===== config.mk =====
export PLATFORM = sky130hd
export DESIGN_NAME = wmc_rule_engine
export DESIGN_NICKNAME = d
export VERILOG_FILES = /design/src/hdl/wmc_pkg.sv /design/src/hdl/wmc_rule_engine.sv
export SDC_FILE = /design/constraint.sdc
export NUM_CORES = 1
export LEC_CHECK = 0
export ABC_AREA = 1
export BUFFER_PORTS_ARGS = -buffer_cell sky130_fd_sc_hd__buf_2
export CAP_MARGIN = 25
export CORE_MARGIN = 5
export CORE_UTILIZATION = 34
export CTS_CLUSTER_DIAMETER = 200
export DETAILED_ROUTE_END_ITERATION = 12
export HOLD_SLACK_MARGIN = 0.1
export PLACE_DENSITY = 0.65
export SYNTH_ARGS = -nofsm -noshare
export SYNTH_HDL_FRONTEND = slang
export SYNTH_SLANG_ARGS = --single-unit
export TNS_END_PERCENT = 50

===== constraint.sdc =====
create_clock -name clk -period 2.7 [get_ports clk]
set_input_delay 0.405 -clock clk [delete_from_list [all_inputs] [get_ports clk]]
set_output_delay 0.405 -clock clk [all_outputs]
set_load 0.1 [all_outputs]

===== src/hdl/wmc_pkg.sv =====
// wmc_pkg: shared types, widths and codes for the westgard multirule checker
// no dependencies; used by every other file of the block

package wmc_pkg;

    // field widths
    localparam int SAMPLE_W = 32;
    localparam int SD_W     = 31;
    localparam int THR_W    = 34;
    localparam int COUNT_W  = 8;
    localparam int CFG_W    = 32;

    // configuration register indexes
    localparam int CFG_INDEX_W = 2;
    localparam logic [CFG_INDEX_W-1:0] REG_CENTRE   = 2'd0;
    localparam logic [CFG_INDEX_W-1:0] REG_UPPER_SD = 2'd1;
    localparam logic [CFG_INDEX_W-1:0] REG_LOWER_SD = 2'd2;

    // register reset values
    localparam logic signed [SAMPLE_W-1:0] CENTRE_RESET = '0;
    localparam logic [SD_W-1:0]            SD_RESET     = 31'd65536;

    // zone codes
    localparam logic [1:0] ZONE_1SD = 2'd0;
    localparam logic [1:0] ZONE_2SD = 2'd1;
    localparam logic [1:0] ZONE_3SD = 2'd2;
    localparam logic [1:0] ZONE_OUT = 2'd3;

    // rule count slots, in the order of the result fields
    localparam int NUM_RULES = 8;
    localparam int RULE_1_2S = 0;
    localparam int RULE_1_3S = 1;
    localparam int RULE_2_2S = 2;
    localparam int RULE_R_4S = 3;
    localparam int RULE_4_1S = 4;
    localparam int RULE_8X   = 5;
    localparam int RULE_10X  = 6;
    localparam int RULE_12X  = 7;

    localparam logic [COUNT_W-1:0] COUNT_MAX = '1;

    // run lengths: counters hold 0 .. length-1
    localparam int RUN4_W  = 2;
    localparam int RUN8_W  = 3;
    localparam int RUN10_W = 4;
    localparam int RUN12_W = 4;
    localparam logic [RUN4_W-1:0]  RUN4_TOP  = RUN4_W'(4 - 1);
    localparam logic [RUN8_W-1:0]  RUN8_TOP  = RUN8_W'(8 - 1);
    localparam logic [RUN10_W-1:0] RUN10_TOP = RUN10_W'(10 - 1);
    localparam logic [RUN12_W-1:0] RUN12_TOP = RUN12_W'(12 - 1);

    // series length limit
    localparam int SERIES_MAX = 64;
    localparam int SERIES_W   = $clog2(SERIES_MAX);
    localparam logic [SERIES_W-1:0] SERIES_TOP = SERIES_W'(SERIES_MAX - 1);

    // decision thresholds, centre +/- k SD for k = 1, 2, 3
    typedef struct packed {
        logic signed [SAMPLE_W-1:0] centre;
        logic signed [THR_W-1:0]    hi1;
        logic signed [THR_W-1:0]    hi2;
        logic signed [THR_W-1:0]    hi3;
        logic signed [THR_W-1:0]    lo1;
        logic signed [THR_W-1:0]    lo2;
        logic signed [THR_W-1:0]    lo3;
    } thr_t;

    localparam logic signed [THR_W-1:0] SD_RESET_X = {3'b000, SD_RESET};

    localparam thr_t THR_RESET = '{
        centre: CENTRE_RESET,
        hi1:    SD_RESET_X,
        hi2:    THR_W'(2 * SD_RESET_X),
        hi3:    THR_W'(3 * SD_RESET_X),
        lo1:    THR_W'(-SD_RESET_X),
        lo2:    THR_W'(-2 * SD_RESET_X),
        lo3:    THR_W'(-3 * SD_RESET_X)
    };

    // one result word
    typedef struct packed {
        logic [1:0]         zone;
        logic [COUNT_W-1:0] count_1_2s;
        logic [COUNT_W-1:0] count_1_3s;
        logic [COUNT_W-1:0] count_2_2s;
        logic [COUNT_W-1:0] count_r_4s;
        logic [COUNT_W-1:0] count_4_1s;
        logic [COUNT_W-1:0] count_8x;
        logic [COUNT_W-1:0] count_10x;
        logic [COUNT_W-1:0] count_12x;
        logic               warning_active;
    } res_t;

endpackage


===== src/hdl/wmc_rule_engine.sv =====
// wmc_rule_engine: zone decision, westgard rule state and saturating counts
// depends on wmc_pkg; thresholds come from wmc_cfg_regs

module wmc_rule_engine (
    input  logic                                clk,
    input  logic                                rst_n,
    input  logic                                step,
    input  logic signed [wmc_pkg::SAMPLE_W-1:0] sample,
    input  logic                                last,
    input  wmc_pkg::thr_t                       thr,
    output wmc_pkg::res_t                       res
);

    logic                          prev_above_reg;
    logic                          prev_below_reg;
    logic [wmc_pkg::RUN4_W-1:0]    run_up4_reg;
    logic [wmc_pkg::RUN4_W-1:0]    run_dn4_reg;
    logic [wmc_pkg::RUN8_W-1:0]    run_up8_reg;
    logic [wmc_pkg::RUN8_W-1:0]    run_dn8_reg;
    logic [wmc_pkg::RUN10_W-1:0]   run_up10_reg;
    logic [wmc_pkg::RUN10_W-1:0]   run_dn10_reg;
    logic [wmc_pkg::RUN12_W-1:0]   run_up12_reg;
    logic [wmc_pkg::RUN12_W-1:0]   run_dn12_reg;
    logic [wmc_pkg::SERIES_W-1:0]  series_reg;
    logic [wmc_pkg::COUNT_W-1:0]   counts_reg [wmc_pkg::NUM_RULES];

    logic [wmc_pkg::RUN4_W-1:0]    run_up4_next;
    logic [wmc_pkg::RUN4_W-1:0]    run_dn4_next;
    logic [wmc_pkg::RUN8_W-1:0]    run_up8_next;
    logic [wmc_pkg::RUN8_W-1:0]    run_dn8_next;
    logic [wmc_pkg::RUN10_W-1:0]   run_up10_next;
    logic [wmc_pkg::RUN10_W-1:0]   run_dn10_next;
    logic [wmc_pkg::RUN12_W-1:0]   run_up12_next;
    logic [wmc_pkg::RUN12_W-1:0]   run_dn12_next;
    logic [wmc_pkg::COUNT_W-1:0]   counts_next [wmc_pkg::NUM_RULES];

    logic signed [wmc_pkg::THR_W-1:0] s_x;
    logic a1, b1, a2, b2, a3, b3, ax, bx;
    logic series_end;
    logic [wmc_pkg::NUM_RULES-1:0] hit;
    logic [1:0] zone;

    // compare against the thresholds
    always_comb
    begin
        s_x = {{(wmc_pkg::THR_W - wmc_pkg::SAMPLE_W){sample[wmc_pkg::SAMPLE_W-1]}}, sample};
        a1 = s_x > thr.hi1;
        b1 = s_x < thr.lo1;
        a2 = s_x > thr.hi2;
        b2 = s_x < thr.lo2;
        a3 = s_x > thr.hi3;
        b3 = s_x < thr.lo3;
        ax = sample > thr.centre;
        bx = sample < thr.centre;
    end

    // zone, ties on a line go outward
    always_comb
    begin
        priority if (s_x >= thr.hi3 || s_x <= thr.lo3)
            zone = wmc_pkg::ZONE_OUT;
        else if (s_x >= thr.hi2 || s_x <= thr.lo2)
            zone = wmc_pkg::ZONE_3SD;
        else if (s_x >= thr.hi1 || s_x <= thr.lo1)
            zone = wmc_pkg::ZONE_2SD;
        else
            zone = wmc_pkg::ZONE_1SD;
    end

    // run counters, restart at zero on a hit or when a word is not on the counter's side
    always_comb
    begin
        run_up4_next  = (a1 && run_up4_reg != wmc_pkg::RUN4_TOP)
                        ? run_up4_reg + 1'b1 : '0;
        run_dn4_next  = (b1 && run_dn4_reg != wmc_pkg::RUN4_TOP)
                        ? run_dn4_reg + 1'b1 : '0;
        run_up8_next  = (ax && run_up8_reg != wmc_pkg::RUN8_TOP)
                        ? run_up8_reg + 1'b1 : '0;
        run_dn8_next  = (bx && run_dn8_reg != wmc_pkg::RUN8_TOP)
                        ? run_dn8_reg + 1'b1 : '0;
        run_up10_next = (ax && run_up10_reg != wmc_pkg::RUN10_TOP)
                        ? run_up10_reg + 1'b1 : '0;
        run_dn10_next = (bx && run_dn10_reg != wmc_pkg::RUN10_TOP)
                        ? run_dn10_reg + 1'b1 : '0;
        run_up12_next = (ax && run_up12_reg != wmc_pkg::RUN12_TOP)
                        ? run_up12_reg + 1'b1 : '0;
        run_dn12_next = (bx && run_dn12_reg != wmc_pkg::RUN12_TOP)
                        ? run_dn12_reg + 1'b1 : '0;
    end

    // rule hits for this word
    always_comb
    begin
        hit[wmc_pkg::RULE_1_2S] = a2 || b2;
        hit[wmc_pkg::RULE_1_3S] = a3 || b3;
        hit[wmc_pkg::RULE_2_2S] = (prev_above_reg && a2) || (prev_below_reg && b2);
        hit[wmc_pkg::RULE_R_4S] = (prev_above_reg && b2) || (prev_below_reg && a2);
        hit[wmc_pkg::RULE_4_1S] = (a1 && run_up4_reg == wmc_pkg::RUN4_TOP)
                                  || (b1 && run_dn4_reg == wmc_pkg::RUN4_TOP);
        hit[wmc_pkg::RULE_8X]   = (ax && run_up8_reg == wmc_pkg::RUN8_TOP)
                                  || (bx && run_dn8_reg == wmc_pkg::RUN8_TOP);
        hit[wmc_pkg::RULE_10X]  = (ax && run_up10_reg == wmc_pkg::RUN10_TOP)
                                  || (bx && run_dn10_reg == wmc_pkg::RUN10_TOP);
        hit[wmc_pkg::RULE_12X]  = (ax && run_up12_reg == wmc_pkg::RUN12_TOP)
                                  || (bx && run_dn12_reg == wmc_pkg::RUN12_TOP);
    end

    // saturating count update
    always_comb
    begin
        for (int i = 0; i < wmc_pkg::NUM_RULES; i++)
        begin
            if (hit[i] && counts_reg[i] != wmc_pkg::COUNT_MAX)
                counts_next[i] = counts_reg[i] + 1'b1;
            else
                counts_next[i] = counts_reg[i];
        end
    end

    assign series_end = last || (series_reg == wmc_pkg::SERIES_TOP);

    // result word shows counts including this sample, before any clear
    always_comb
    begin
        res.zone           = zone;
        res.count_1_2s     = counts_next[wmc_pkg::RULE_1_2S];
        res.count_1_3s     = counts_next[wmc_pkg::RULE_1_3S];
        res.count_2_2s     = counts_next[wmc_pkg::RULE_2_2S];
        res.count_r_4s     = counts_next[wmc_pkg::RULE_R_4S];
        res.count_4_1s     = counts_next[wmc_pkg::RULE_4_1S];
        res.count_8x       = counts_next[wmc_pkg::RULE_8X];
        res.count_10x      = counts_next[wmc_pkg::RULE_10X];
        res.count_12x      = counts_next[wmc_pkg::RULE_12X];
        res.warning_active = counts_next[wmc_pkg::RULE_1_2S] != '0;
    end

    // series state, cleared after the closing word of a series
    always_ff @(posedge clk or negedge rst_n)
    begin
        if (!rst_n)
        begin
            prev_above_reg <= 1'b0;
            prev_below_reg <= 1'b0;
            run_up4_reg    <= '0;
            run_dn4_reg    <= '0;
            run_up8_reg    <= '0;
            run_dn8_reg    <= '0;
            run_up10_reg   <= '0;
            run_dn10_reg   <= '0;
            run_up12_reg   <= '0;
            run_dn12_reg   <= '0;
            series_reg     <= '0;
            for (int i = 0; i < wmc_pkg::NUM_RULES; i++)
                counts_reg[i] <= '0;
        end
        else if (step)
        begin
            if (series_end)
            begin
                prev_above_reg <= 1'b0;
                prev_below_reg <= 1'b0;
                run_up4_reg    <= '0;
                run_dn4_reg    <= '0;
                run_up8_reg    <= '0;
                run_dn8_reg    <= '0;
                run_up10_reg   <= '0;
                run_dn10_reg   <= '0;
                run_up12_reg   <= '0;
                run_dn12_reg   <= '0;
                series_reg     <= '0;
                for (int i = 0; i < wmc_pkg::NUM_RULES; i++)
                    counts_reg[i] <= '0;
            end
            else
            begin
                prev_above_reg <= a2;
                prev_below_reg <= b2;
                run_up4_reg    <= run_up4_next;
                run_dn4_reg    <= run_dn4_next;
                run_up8_reg    <= run_up8_next;
                run_dn8_reg    <= run_dn8_next;
                run_up10_reg   <= run_up10_next;
                run_dn10_reg   <= run_dn10_next;
                run_up12_reg   <= run_up12_next;
                run_dn12_reg   <= run_dn12_next;
                series_reg     <= series_reg + 1'b1;
                for (int i = 0; i < wmc_pkg::NUM_RULES; i++)
                    counts_reg[i] <= counts_next[i];
            end
        end
    end

endmodule


==> metrics <==
startpoint type of the worst setup path primary input; Largest register FFs 64; switch share 0.427; Cell Rows 70; # fillers roughly 3,200; HP Start last; DR vias between 10,000 and 15,000; Post-DRT Antenna Nets 0; crit-path max cell delay just over 0.3 ns; cell chain of the critical path buf_4 > buf_4 > ha_4 > nand4_1 > nor3_4 > nand3_2 > nand3_2 > nor2_2 > nand3_2 > nand3_2 > nand2_4 > buf_8 > nand2_1 > nand2_1 > and2_4 > buf_12; hold path depth 4; final worst setup slack -0.439 ns; pins over their slew limit 0; DIE AREA approximately 0.04 sq mm; vias in the first global route approximately 15,000; Final Cycle Share 1.16; number of enable flip-flop cells after synthesis 0; Root Driver clkbuf_16; CTS tree done; GRT overflow 0; reg2reg path depth 14; Worst IR Drop VDD around 0.53 mV; syn avg cell area 6.62 sq um; Comb pwr share 0.585; synth top area cells ha_1, dfrtp_1, nand2_1; R2R setup slack 0.05 ns; clk buf depth 2; fin util 0.577; switching pwr 3.05 mW; largest net degree at the start of global routing 68; sequential share of the synthesized area 0.194; ys async rst share 1.00; status finished with violations; layout cells sized above 1 0.417; count leader, synth nand2_1; synth unique cells 43; clk slew on worst S/H paths around 0.070 ns; DR pass1 iterations 6; reg2reg start counts_reg[0]; WHS Endpoint series_reg[4]; failing checks negative setup slack; CTS buffer count 9; htree depth 3; global-route wire length before repair 73,900 um; Synth top area share 0.254; yosys warns 0; setup violators final ~70; Pint roughly 4.1 mW; DR iter-0 viols 675; Die H 203 um; core area 0.0367 sq mm; CP max-delay cell nor3_4; Global Route Usage Sum 0.218; CP required 2.30 ns; Max Fanout on Critical Path 8; pwr dens 337 mW/mm^2; area of the mapped netlist 0.0127 sq mm; MaxCap Viol Count 0; post-placement cell area between 0.015 and 0.02 sq mm; Setup crit end kind output pin; RSZ-0062 raised after global routing yes; final wirelength about 48,000 um; register bit total from synthesis 98; Synth top cells by count nand2_1, inv_1, ha_1, nor2_1, nand3_1; Total Power 7.14 mW; final weighted congestion in routability-driven placement 0.912; Max-slew headroom 0.608; nets 2,997; static leakage about 11 nW; # clock sinks 98; r2r endpoint counts_reg[2]; Top Ports 339; Area growth, synth to finish 67.3%; final hold vios 0; Fmax 319 MHz; Setup Total Neg Slack -20.40 ns; Max Clock Skew roughly 0.0098 ns; WL/cell 16.4 um; worst skew pair latency 0.34 ns; main flop type after synthesis dfrtp_1; Clk network pwr share 0.184; detailed-route DRC error count 0; PortBufs 338; initial antenna violation count 11; initial core utilization 0.345; number of vias per cell about 4.9; Crit Path Category primary input to output pin; Hold/Removal Path Class primary input to register; Design Area, Final ~0.021 sq mm; Mapped Nets 2,441; HPWL after DPL 38,100 um; Tightest Pin Transition 0.588 ns; CP bufs+invs 4; crit path DAT approximately 2.7 ns; die outline width 203 um; Tmin final between 3 and 4 ns; Crit path top cell by count nand3_2; Yosys top cell by area ha_1; Gate Count Post-Synth 1,912; cell family with most CP delay simple AND/OR/NAND/NOR gates; sequential share of power 0.232
==> power groups by stage <==
stage / sequential (mW) / combinational, mW / clock [mW]
finish: 1.65 / 4.18 / 1.31
global route: 1.67 / 4.50 / 1.41
CTS: 1.65 / 3.85 / 1.36
detailed placement: 1.67 / 3.37 / 0
global placement: 1.66 / 3.29 / 0
floorplan: 1.65 / 1.95 / 0
==> cells in the final DEF (no fill, tap or decap), types with 38 or more instances in the layout <==
master / synthesis / layout
nand2_1: 557 / 404
inv_1: 361 / 337
buf_2: 0 / 239
buf_4: 0 / 182
ha_1: 257 / 166
dfrtp_1: 98 / 98
nand2_2: 13 / 96
ha_4: 0 / 91
nor2_1: 128 / 84
buf_12: 0 / 76
a21oi_1: 100 / 71
nand3_1: 110 / 71
buf_6: 1 / 64
nand2_4: 2 / 58
nand4_1: 43 / 43
xor2_1: 38 / 38
==> what timing repair did <==
action	CTS	global route
endpoints found under the setup margin	70	74
gates resized for setup	349	239
pin swaps	137	117
hold endpoints to repair	39	0
buffers inserted	28	21
hold buffers	1	0
==> tightest hold or removal path: stages <==
cell and delay, ns:
buf_2 0.09, nor2_1 0.04, nor2_1 0.08, nor2_1 0.04
==> through the flow <==
stage,hold slack (ns),setup WS (ns),cells
6_report,0.340,-0.439,2951
5_1_grt,0.382,-0.559,2950
4_1_cts,0.327,-0.437,2920
3_5_place_dp,0.445,-0.771,2878
3_3_place_gp,0.439,-0.702,2878
2_1_floorplan,0.109,-0.260,1912
==> cell families (layout without fill, tap and decap cells) <==
group / count (synthesis) / in the layout / synth area share
AND/OR/NAND/NOR: 923 / 923 / 0.316
buffers and inverters: 389 / 949 / 0.116
adder cells (fa/ha/maj): 257 / 257 / 0.254
AO/OA/AOI/OAI: 196 / 196 / 0.0862
flip-flops: 98 / 98 / 0.194
XOR/XNOR: 48 / 48 / 0.0332
multiplexers: 1 / 1 / 0.000791
other: 0 / 11 / 0
==> layout make-up <==
type	instances	area, sq um	area share
Antenna cell	11	27.5	0.00130
Clock buffer	11	243	0.0115
Clock inverter	4	52.6	0.00248
Inverter	364	1380	0.0652
Multi-Input combinational cell	1425	11500	0.543
Sequential cell	98	2450	0.116
Tap cell	468	586	0.0277
Timing Repair Buffer	570	4930	0.233
==> how the worst max path moves through the flow <==
stage / cells past startpoint / slack, ns / endpoint / from
after floorplan: 19 / -0.26 / res[0] / thr[169]
after global placement: 20 / -0.70 / res[0] / sample[31]
after global routing: 19 / -0.56 / res[27] / sample[19]
after CTS: 16 / -0.44 / res[21] / sample[31]
after detailed placement: 21 / -0.77 / res[0] / sample[31]
final: 16 / -0.44 / res[27] / sample[19]
==> routing by layer <==
layer | routed length, um | share of wire | track usage | up-vias
met5 | 11 | 0.00023 | 0 | -
met4 | 1320 | 0.027 | 0.0669 | 2
met3 | 1720 | 0.036 | 0.0268 | 76
met2 | 24000 | 0.49 | 0.379 | 314
met1 | 21500 | 0.44 | 0.284 | 6873
li1 | - | - | - | 7269
(Power assumes the default switching activity.)
